`config.mk`:
```
export PLATFORM = sky130hd
export DESIGN_NAME = smv_fifo
export DESIGN_NICKNAME = d
export VERILOG_FILES = /design/src/rtl/smv_fifo.sv
export SDC_FILE = /design/constraint.sdc
export NUM_CORES = 1
export LEC_CHECK = 0
export BUFFER_PORTS_ARGS = -buffer_cell sky130_fd_sc_hd__buf_4
export CORE_MARGIN = 5
export CORE_UTILIZATION = 41
export DETAILED_ROUTE_END_ITERATION = 16
export HOLD_SLACK_MARGIN = 0.08
export SLEW_MARGIN = 30
export SYNTH_ARGS = -nofsm -noshare
export SYNTH_HDL_FRONTEND = slang
export SYNTH_SLANG_ARGS = --single-unit
```
`constraint.sdc`:
```
create_clock -name i_clk -period 2.56 [get_ports i_clk]
set_input_delay 0.256 -clock i_clk [delete_from_list [all_inputs] [get_ports i_clk]]
set_output_delay 0.256 -clock i_clk [all_outputs]
set_load 0.005 [all_outputs]
```
`src/rtl/smv_fifo.sv`:
```
`default_nettype none

module smv_fifo #(
    parameter int W     = 8,
    parameter int DEPTH = 4
) (
    input  wire logic         i_clk,
    input  wire logic         i_rst_n,
    input  wire logic         i_push,
    input  wire logic [W-1:0] i_wdata,
    output logic              o_full,
    input  wire logic         i_pop,
    output logic [W-1:0]      o_rdata,
    output logic              o_empty
);

    localparam int AW = (DEPTH > 1) ? $clog2(DEPTH) : 1;

    logic [W-1:0]  r_mem [DEPTH];
    logic [AW-1:0] r_wr_ptr;
    logic [AW-1:0] r_rd_ptr;
    logic [AW:0]   r_count;
    logic          w_wr;
    logic          w_rd;

    assign o_full  = (r_count == (AW+1)'(DEPTH));
    assign o_empty = (r_count == '0);
    assign w_wr    = i_push && !o_full;
    assign w_rd    = i_pop && !o_empty;
    assign o_rdata = r_mem[r_rd_ptr];

    always_ff @(posedge i_clk) begin
        if (!i_rst_n) begin
            r_wr_ptr <= '0;
            r_rd_ptr <= '0;
            r_count  <= '0;
        end else begin
            if (w_wr) begin
                r_wr_ptr <= (r_wr_ptr == AW'(DEPTH - 1)) ? '0 : r_wr_ptr + 1'b1;
            end
            if (w_rd) begin
                r_rd_ptr <= (r_rd_ptr == AW'(DEPTH - 1)) ? '0 : r_rd_ptr + 1'b1;
            end
            case ({w_wr, w_rd})
                2'b10:   r_count <= r_count + 1'b1;
                2'b01:   r_count <= r_count - 1'b1;
                default: r_count <= r_count;
            endcase
        end
    end

    always_ff @(posedge i_clk) begin
        if (w_wr) begin
            r_mem[r_wr_ptr] <= i_wdata;
        end
    end

    a_count_bound: assert property (@(posedge i_clk) disable iff (!i_rst_n)
        r_count <= (AW+1)'(DEPTH))
        else $error("queue occupancy beyond depth");

endmodule

`default_nettype wire

```
==> insert_results.sql <==
INSERT INTO impl_metrics (metric_group, metric, value, unit) VALUES
('sta', 'timing.final.crit_share', '83.65', '%'),
('die', 'die_area', '0.005377', 'mm²'),
('logic_synthesis', 'ys_ff_latch', '41', ''),
('logic_synthesis', 'synth_sequential_area_ratio', '69.41', '%'),
('clocking', 'cts-root-buf', 'clkbuf_8', ''),
('power_and_ir_drop', 'leak_pwr', '0.7003', 'nW'),
('layout', 'fraction_of_layout_cells_with_a_size_suffix_above_1', '30.89', '%'),
('drt', 'routed_wire_length_per_instance', '14.98', 'µm'),
('drt', 'detail_route.iter0.violations', '40', ''),
('setup_path', 'critPathLaunch', 'r_count[2]', ''),
('logic_synthesis', 'synth.top_cell.area_share', '58.45', '%'),
('setup_path', 'timing.critical_path.fanout_max', '7', ''),
('power_and_ir_drop', 'peakVddDrop', '369.0', 'µV'),
('setup_path', 'r2r-start', 'r_count[2]', ''),
('global_routing', 'globalRouteOverflowTotal', '0', ''),
('layout', 'nets', '141', ''),
('global_routing', 'wire_length_of_the_first_global_routing_pass', '4.264', 'mm'),
('sta', 'worst-slew-pin-transition', '575.2', 'ps'),
('logic_synthesis', 'netlist_area', '0.001644', 'mm²'),
('logic_synthesis', 'ys_top_cells_by_count', 'edfxtp_1, dfxtp_1, mux4_2', ''),
('setup_path', 'crit_path_start_kind', 'flip-flop', ''),
('worst_hold_path', 'worstHoldPathType', 'input pin to flip-flop', ''),
('layout', 'post-route-util', '49.03', '%'),
('clocking', 'holdBufCountCts', '0', ''),
('die', 'core-area', '0.003943', 'mm²'),
('job', 'drv_cap', '0', ''),
('sta', 'final_max_slew_viol_count', '0', ''),
('layout', 'fill_cells', '327', ''),
('placed_design', 'dp_hpwl', '1.846', 'mm'),
('die', 'die_x', '73.33', 'µm'),
('sta', 'timing.final.setup_violations', '0', ''),
('setup_path', 'critPathRequiredTime', '2780', 'ps'),
('sta', 'clock-skew-final', '4.968', 'ps'),
('logic_synthesis', 'yosysUniqueCellTypes', '22', ''),
('drt', 'final_antenna_net_count', '0', ''),
('clocking', 'cts_sinks', '41', ''),
('logic_synthesis', 'biggest_area_contributors_in_the_synthesized_netlist', 'edfxtp_1, dfxtp_1, mux4_2', ''),
('clocking', 'tritoncts_clock_tree', 'yes', ''),
('setup_path', 'timing.critical_path.to_type', 'flip-flop', ''),
('drt', 'drc', '0', ''),
('global_routing', 'vias_in_the_first_global_route', '877', ''),
('global_routing', 'grt_max_degree', '14', ''),
('logic_synthesis', 'synth_cells', '98', ''),
('sta', 'final-hold-violation-count', '0', ''),
('global_routing', 'antenna_found_initial', '0', ''),
('logic_synthesis', 'synthesis.nets', '117', ''),
('worst_hold_path', 'hold_path.startpoint', 'i_wdata[7]', ''),
('drt', 'vias', '838', ''),
('setup_path', 'worstSetupPathType', 'flip-flop to flip-flop', ''),
('clocking', 'cts_made_buffers', '5', ''),
('clocking', 'cts_resized', '0', ''),
('power_and_ir_drop', 'powerDensity', '893.1', 'mW/mm²'),
('sta', 'max-slew-margin-rel', '61.32', '%'),
('die', 'pin_count', '22', ''),
('placed_design', 'numPortBuffers', '21', ''),
('clocking', 'clkLatencyLatePin', '290', 'ps'),
('logic_synthesis', 'yosysTopAreaCell', 'edfxtp_1', ''),
('drt', 'detail_route.first_pass.iterations', '4', ''),
('clocking', 'clkTransAtPathRegs', '80', 'ps'),
('layout', 'final_area', '0.001933', 'mm²'),
('clocking', 'max_h_tree_level', '2', ''),
('sta', 'period_needed', '2141', 'ps'),
('sta', 'max_clock_freq', '467.0', 'MHz'),
('logic_synthesis', 'ys_async_rst_share', '0', '%'),
('sta', 'tns', '0', 'ps'),
('layout', 'flow.area_growth_from_synthesis', '17.58', '%'),
('die', 'std_cell_rows', '23', ''),
('logic_synthesis', 'ys_warn_count', '0', ''),
('layout', 'antenna-diode-count', '0', ''),
('clocking', 'post_cts_buffers', '0', ''),
('die', 'initial_core_util', '41.70', '%'),
('drt', 'vias_per_cell', '4.844', ''),
('logic_synthesis', 'synth-main-ff-cell', 'edfxtp_1', ''),
('global_routing', 'groute.usage.overall', '11.17', '%'),
('logic_synthesis', 'synth_area_per_cell', '16.78', 'µm²'),
('placed_design', 'finalWeightedCongestion', '0.6700', ''),
('logic_synthesis', 'synth_edf_count', '32', ''),
('drt', 'drt_wl_total', '2.592', 'mm'),
('placed_design', 'placedInstanceArea', '0.001847', 'mm²'),
('sta', 'rsz_0062_raised_after_global_routing', 'no', ''),
('clocking', 'cts.path.max_buffers', '2', ''),
('logic_synthesis', 'post-synth-top-count-cell', 'edfxtp_1', ''),
('setup_path', 'cp.arrival', '2360', 'ps'),
('status', 'run_status', 'complete, no violations', ''),
('die', 'dieHeight', '73.33', 'µm');
[per-layer routing]
layer	routed length, µm	share of wire, %	global-route usage (%)	vias up
met5	0	0	0	-
met4	51	2.0	6.036	0
met3	100	3.9	3.010	5
met2	1400	54	18.27	13
met1	1040	40	13.39	416
li1	-	-	-	404
[power breakdown]
part / internal [W] / switching, W / total [W]
combinational: 0.000254 / 0.000171 / 0.000425
sequential: 0.000813 / 0.0000866 / 0.000900
clock: 0.000188 / 0.000213 / 0.000401
total: 0.00126 / 0.000471 / 0.00173
[final cells by class]
type                    count  area [µm²]  area share [%]
flip-flops and latches     41        1141           59.03
clock buffers               5       68.82           3.560
inverters                   7       26.28           1.359
well taps                  50       62.56           3.236
clock inverters             3       17.52          0.9062
repair buffers             21       157.7           8.155
multi-input cells          46       459.2           23.75
[final timing paths]
kind / to / depth (start not counted) / slack, ps
max: r_count[2] / 9 / 420
min: r_mem[3][7] / 1 / 170
max reg2reg: r_count[2] / 9 / 420
min reg2reg: r_wr_ptr[1] / 2 / 510
[worst max-delay path: stages, from the launching register on]
cell	delay [ps]
dfxtp_1	400
nor3b_2	220
nor2b_1	140
inv_1	80
ha_1	180
inv_1	60
fa_1	370
xor2_1	160
or3_1	310
a21boi_0	150
[metrics by stage]
step	worst slack [ps]	hold slack, ps	cells	total power (W)
after floorplan	518.2	354.9	98	0.001159
after global placement	531.6	456.2	165	0.001336
after detailed placement	423.5	460.0	165	0.001353
after CTS	412.8	155.6	173	0.001755
after global routing	223.0	149.8	173	0.001836
final	418.6	165.6	173	0.001726
[flip-flops by register name, summed over array words and instances (netlist names), named ones only]
signal	cells
r_wr_ptr	2
r_count	3
r_mem	32
r_rd_ptr	2
[cells by family (layout without fill, tap and decap cells)]
| kind of cell | Yosys count | count (layout) | synth area share, % |
|---|---|---|---|
| AND/OR/NAND/NOR | 21 | 21 | 6.774 |
| multiplexers | 10 | 10 | 12.18 |
| XOR/XNOR | 2 | 2 | 1.066 |
| buffers and inverters | 11 | 36 | 2.664 |
| AO/OA/AOI/OAI | 6 | 6 | 2.131 |
| flip-flops | 41 | 41 | 69.41 |
| adder cells (fa/ha/maj) | 7 | 7 | 5.784 |
[cell usage in the layout (no fill, tap or decap), types with 2 or more instances in the layout]
cell,count
clkinv_2,2
and2_1,6
inv_1,7
mux4_2,8
nand2_1,7
dfxtp_1,9
ha_1,6
nand3_1,2
buf_4,21
clkbuf_8,5
o21ai_0,4
nor2_1,2
mux2i_1,2
edfxtp_1,32
(Power assumes the default switching activity.)
