===== src/rtl/smv_pkg.sv =====
`default_nettype none

package smv_pkg;

    localparam int ROW_W = 6;
    localparam int VAL_W = 32;
    localparam int ACC_W = 48;
    localparam int LEN_W = 7;

    // input mode codes
    localparam logic [1:0] MODE_LOAD   = 2'd0;
    localparam logic [1:0] MODE_ENTRY  = 2'd1;
    localparam logic [1:0] MODE_FINISH = 2'd2;

    // rounding constant: half a Q16.16 LSB, on the Q32.32 product scale
    localparam logic signed [63:0] RND_HALF = 64'sd32768;

    typedef struct packed {
        logic [1:0]              mode;
        logic [ROW_W-1:0]        row_or_position;
        logic [ROW_W-1:0]        column;
        logic signed [VAL_W-1:0] value;
    } t_item;

    typedef struct packed {
        logic [ROW_W-1:0]        result_row;
        logic signed [VAL_W-1:0] result_value;
        logic                    last;
    } t_result;

    typedef enum logic {
        CMD_ENTRY,
        CMD_FINISH
    } t_cmd_kind;

    // word handed from the front to the back
    typedef struct packed {
        t_cmd_kind               kind;
        logic [ROW_W-1:0]        row;
        logic signed [VAL_W-1:0] a;
        logic signed [VAL_W-1:0] b;
    } t_cmd;

    typedef enum logic [2:0] {
        BK_IDLE,
        BK_MUL,
        BK_ACC,
        BK_EMIT_RD,
        BK_EMIT_WR
    } t_back_state;

endpackage

`default_nettype wire


===== src/rtl/smv_front.sv =====
`default_nettype none

module smv_front #(
    parameter int MAX_DIM = 64
) (
    input  wire logic                        i_clk,
    input  wire logic                        i_rst_n,
    input  wire logic [smv_pkg::LEN_W-1:0]   i_vec_len,
    input  wire logic                        i_push,
    input  wire smv_pkg::t_item              i_item,
    output logic                             o_full,
    output logic                             o_cmd_push,
    output smv_pkg::t_cmd                    o_cmd,
    input  wire logic                        i_cmd_full
);

    import smv_pkg::*;

    localparam int IW = (MAX_DIM > 1) ? $clog2(MAX_DIM) : 1;
    localparam logic [LEN_W-1:0] MaxDimLen = LEN_W'(MAX_DIM);

    logic [VAL_W-1:0]        r_vec_mem [MAX_DIM];
    logic [VAL_W-1:0]        r_vec_q;
    logic                    r_s1_vld;
    t_cmd_kind               r_s1_kind;
    logic [ROW_W-1:0]        r_s1_row;
    logic signed [VAL_W-1:0] r_s1_a;
    logic                    r_s1_col_ok;

    logic [LEN_W-1:0] w_eff_len;
    logic             w_accept;
    logic             w_pos_ok;
    logic             w_col_ok;
    logic             w_row_ok;
    logic             w_load;
    logic             w_entry;
    logic             w_finish;

    // lengths above the store depth act as the full depth
    assign w_eff_len = (i_vec_len > MaxDimLen) ? MaxDimLen : i_vec_len;
    assign w_pos_ok  = ({1'b0, i_item.row_or_position} < w_eff_len);
    assign w_col_ok  = ({1'b0, i_item.column} < w_eff_len);
    assign w_row_ok  = ({1'b0, i_item.row_or_position} < MaxDimLen);

    assign o_full     = r_s1_vld && i_cmd_full;
    assign w_accept   = i_push && !o_full;
    assign o_cmd_push = r_s1_vld && !i_cmd_full;

    always_comb begin
        w_load   = 1'b0;
        w_entry  = 1'b0;
        w_finish = 1'b0;
        unique case (i_item.mode)
            MODE_LOAD:   w_load   = w_accept && w_pos_ok;
            MODE_ENTRY:  w_entry  = w_accept && w_row_ok;
            MODE_FINISH: w_finish = w_accept;
            default: ;  // unused code: drop
        endcase
    end

    always_ff @(posedge i_clk) begin
        if (!i_rst_n) begin
            r_s1_vld <= 1'b0;
        end else if (w_entry || w_finish) begin
            r_s1_vld <= 1'b1;
        end else if (o_cmd_push) begin
            r_s1_vld <= 1'b0;
        end
    end

    always_ff @(posedge i_clk) begin
        if (w_entry || w_finish) begin
            r_s1_kind   <= w_entry ? CMD_ENTRY : CMD_FINISH;
            r_s1_row    <= i_item.row_or_position;
            r_s1_a      <= i_item.value;
            r_s1_col_ok <= w_col_ok;
        end
    end

    // vector store: written by loads, read by entries, both in arrival order
    always_ff @(posedge i_clk) begin
        if (w_load) begin
            r_vec_mem[i_item.row_or_position[IW-1:0]] <= i_item.value;
        end
        if (w_entry) begin
            r_vec_q <= r_vec_mem[i_item.column[IW-1:0]];
        end
    end

    always_comb begin
        o_cmd      = '0;
        o_cmd.kind = r_s1_kind;
        o_cmd.row  = r_s1_row;
        o_cmd.a    = r_s1_a;
        o_cmd.b    = r_s1_col_ok ? $signed(r_vec_q) : '0;
    end

endmodule

`default_nettype wire


===== config.mk =====
export PLATFORM = sky130hd
export DESIGN_NAME = smv_front
export DESIGN_NICKNAME = d
export VERILOG_FILES = /design/src/rtl/smv_pkg.sv /design/src/rtl/smv_front.sv
export SDC_FILE = /design/constraint.sdc
export NUM_CORES = 2
export LEC_CHECK = 0
export BUFFER_PORTS_ARGS = -buffer_cell sky130_fd_sc_hd__buf_2
export CORE_MARGIN = 3
export CORE_UTILIZATION = 60
export DETAILED_ROUTE_END_ITERATION = 12
export HOLD_SLACK_MARGIN = 0.15
export PLACE_DENSITY_LB_ADDON = 0.2
export SYNTH_ARGS = -nofsm -noshare
export SYNTH_HDL_FRONTEND = slang
export SYNTH_SLANG_ARGS = --single-unit

===== constraint.sdc =====
create_clock -name i_clk -period 11.21 [get_ports i_clk]
set_input_delay 2.242 -clock i_clk [delete_from_list [all_inputs] [get_ports i_clk]]
set_output_delay 2.242 -clock i_clk [all_outputs]
set_load 0.02 [all_outputs]

==> qor.yml <==
clock_tree:
  ctsHtreeMaxLevel: 4
  ctsResizeCount: 0
  post_cts_buffers: 0
  cts.sinks: 2121
  clk_latency_ns: 0.83
  cts_buffer_depth: 3
  postCtsHoldBufs: 0
  path_clk_slew_ns: 0.06
  clk_root_buffer_cell: "clkbuf_16"
  tritoncts: "yes"
  cts_buffers: 200
power:
  peakVddDrop_uv: 161
  power_frac_seq_pct: 54.2
  netSwitchingPower_w: 0.00345
  p_leak_nw: 28.7
  power.density_nw_per_um2: 177
  combPwrFrac_pct: 5.4
  swShare_pct: 21.3
  p_int_w: 0.0127
  clockPowerShare_pct: 40.4
sta:
  fin_crit_ns: 5.94
  setup-tns-final_ns: 0
  rsz0062_at_grt: "no"
  worst_pin_slew_ns: 1.36
  fmax_mhz: 168
  relSlewSlack_pct: 9.23
  final_hold_viol_count: 0
  setup_viol: 0
  slew_violations: 0
  skew_ns: 0.0267
  post-route-period-util_pct: 53.0
global_route:
  use_met3_pct: 8.19
  track_usage_pct: 31.8
  met2_usage_pct: 49.0
  grt_pass1_vias: 41400
  grt_pass1_wl_um: 310000
  grt_max_degree: 98
  grt_overflow: 0
  met1_usage_pct: 44.0
  antenna_found_initial: 20
  top_usage_layer: "met2"
synth:
  synth_top_family_by_area: "multiplexers"
  synthMuxAreaShare_pct: 15.0
  synth_compound_area_share_pct: 3.30
  ys_warn_count: 0
  yosys.area_share.simple_pct: 1.67
  syn_area_um2: 81400
  synth_top_area_share_pct: 78.3
  ys_seq_elements: 2121
  ys_types: 50
  synth_edf_count: 2120
  synthFlopType: "edfxtp_1"
  syn_nets: 3681
  syn_avg_cell_area_um2: 22.5
  synthAdderAreaFrac_pct: 0.154
  synth_area_leaders: "edfxtp_1 (78%), mux4_2 (14%), mux2i_1 (1.4%)"
  yosysTopAreaCell: "edfxtp_1"
  yosysSeqAreaShare_pct: 78.3
  synth_xor_area_share_pct: 0.0108
  synthArstFlopShare_pct: 0
  synth_cells: 3614
die:
  die_area_um2: 140000
  core_area_um2: 134000
  initial_core_util_pct: 60.7
  die_y_um: 374
  die_x_um: 374
  pin_count: 130
  num_rows: 134
outcome:
  status: "finished clean"
finish:
  final_cell_mix: "edfxtp_1 (2,120), mux4_2 (489), clkbuf_16 (207), buf_4 (157), buf_2 (125)"
  fin_cells: 5818
  final_common_cell: "edfxtp_1"
  final_cell_area_um2: 91200
  drive_gt1_share_pct: 28.2
  area_growth_pct: 12.1
  nets: 3944
worst_hold_path:
  min_path_type: "reg2reg"
  hold_depth: 3
placed_design:
  io_buffers: 129
  placed_cells: 5443
  dpl.hpwl_um: 121000
  gp_congestion: 0.897
  placed_area_um2: 84900
detailed_routing:
  dr.pass1.iters: 5
  drtIter0Drc: 6498
  drc: 0
  avgRoutedWirePerCell_um: 37.6
  avgViaCountPerCell: 7.06
  antenna_left: 0
  wl_um: 219000
  dr_total_vias: 41094
critical_path:
  ff2ff_path_depth: 6
  cp_max_fo: 97
  critical_path_arrival_ns: 6.45
  cp.required_ns: 11.72
  critical_path_class: "in2reg"
  cp-start-kind: "primary input"
  endpoint_kind: "flop"
job:
  max_cap_viol_count: 0
state kept, by name (all words and copies together) (netlist names):
signal       flops
r_s1_row         6
r_s1_a          32
r_s1_vld         1
r_vec_mem     2048
r_s1_col_ok      1
r_s1_kind        1
r_vec_q         32
final timing paths:
check / slack [ns] / endpoint / startpoint
max: 5.27 / r_vec_q[16] / i_item[32]
min: 0.62 / r_s1_vld / r_s1_vld
max reg2reg: 7.58 / r_vec_mem[32][13] / r_s1_vld
min reg2reg: 0.62 / r_s1_vld / r_s1_vld
metrics by stage:
stage | setup WS, ns | utilization, % | hold slack, ns | power (W)
final | 5.27 | 68.0 | 0.617 | 0.0162
after global routing | 5.06 | 68.0 | 0.688 | 0.0166
after CTS | 5.47 | 68.0 | 0.620 | 0.0162
after detailed placement | 4.64 | 63.3 | 0.603 | 0.00980
after global placement | 4.66 | 63.3 | 0.583 | 0.00977
after floorplan | 1.94 | - | 0.688 | 0.00937
cells by family after synthesis:
family | count (synthesis)
flip-flops | 2121
XOR/XNOR | 1
AND/OR/NAND/NOR | 249
AO/OA/AOI/OAI | 393
buffers and inverters | 231
multiplexers | 609
adder cells (fa/ha/maj) | 10
worst max-delay path, cell delays in order:
cell and delay [ns]:
buf_8 0.53, buf_12 0.65, buf_4 0.60, mux4_2 0.57, mux2i_1 0.46, a21oi_1 0.25, a21oi_1 0.82, a221oi_1 0.10
cell type report:
class,instances,area (µm²)
Fill cell,8171,42900
Sequential cell,2121,63700
Clock inverter,111,930
Tap cell,1768,2210
Antenna cell,5,12.5
Multi-Input combinational cell,1262,17100
Timing Repair Buffer,289,1930
Clock buffer,259,5380
Inverter,3,11.3
Yosys cell counts (all sizes together) (7+ instances only):
cell type and instances:
mux4 489, nor4 8, clkbuf 99, a21oi 113, a211oi 9, nor2b 16, nand4b 7, a211o 7
o22ai 63, a221oi 52, mux2 8, mux2i 112, nand2 48, ha 10, nor3 18, and2 37
edfxtp 2120, a22o 32, o21ai 39, a22oi 9, a2111oi 25, nand2b 16, nand4 32, nor2 38
buf 129, o221ai 29
power by group through the flow:
stage | logic [W] | registers, W | clock network, W
6_report | 0.000877 | 0.00876 | 0.00653
5_1_grt | 0.000916 | 0.00876 | 0.00691
4_1_cts | 0.000872 | 0.00876 | 0.00659
3_5_place_dp | 0.000869 | 0.00893 | 0
3_3_place_gp | 0.000844 | 0.00893 | 0
2_1_floorplan | 0.000437 | 0.00894 | 0
metal layers:
metal  up-vias  wire length, µm
met4         6            10400
met5         -               44
li1      16020                -
met2      2910           104000
met3       438            26900
met1     21720            77900
Note: power is estimated with default switching activity, not from simulation.
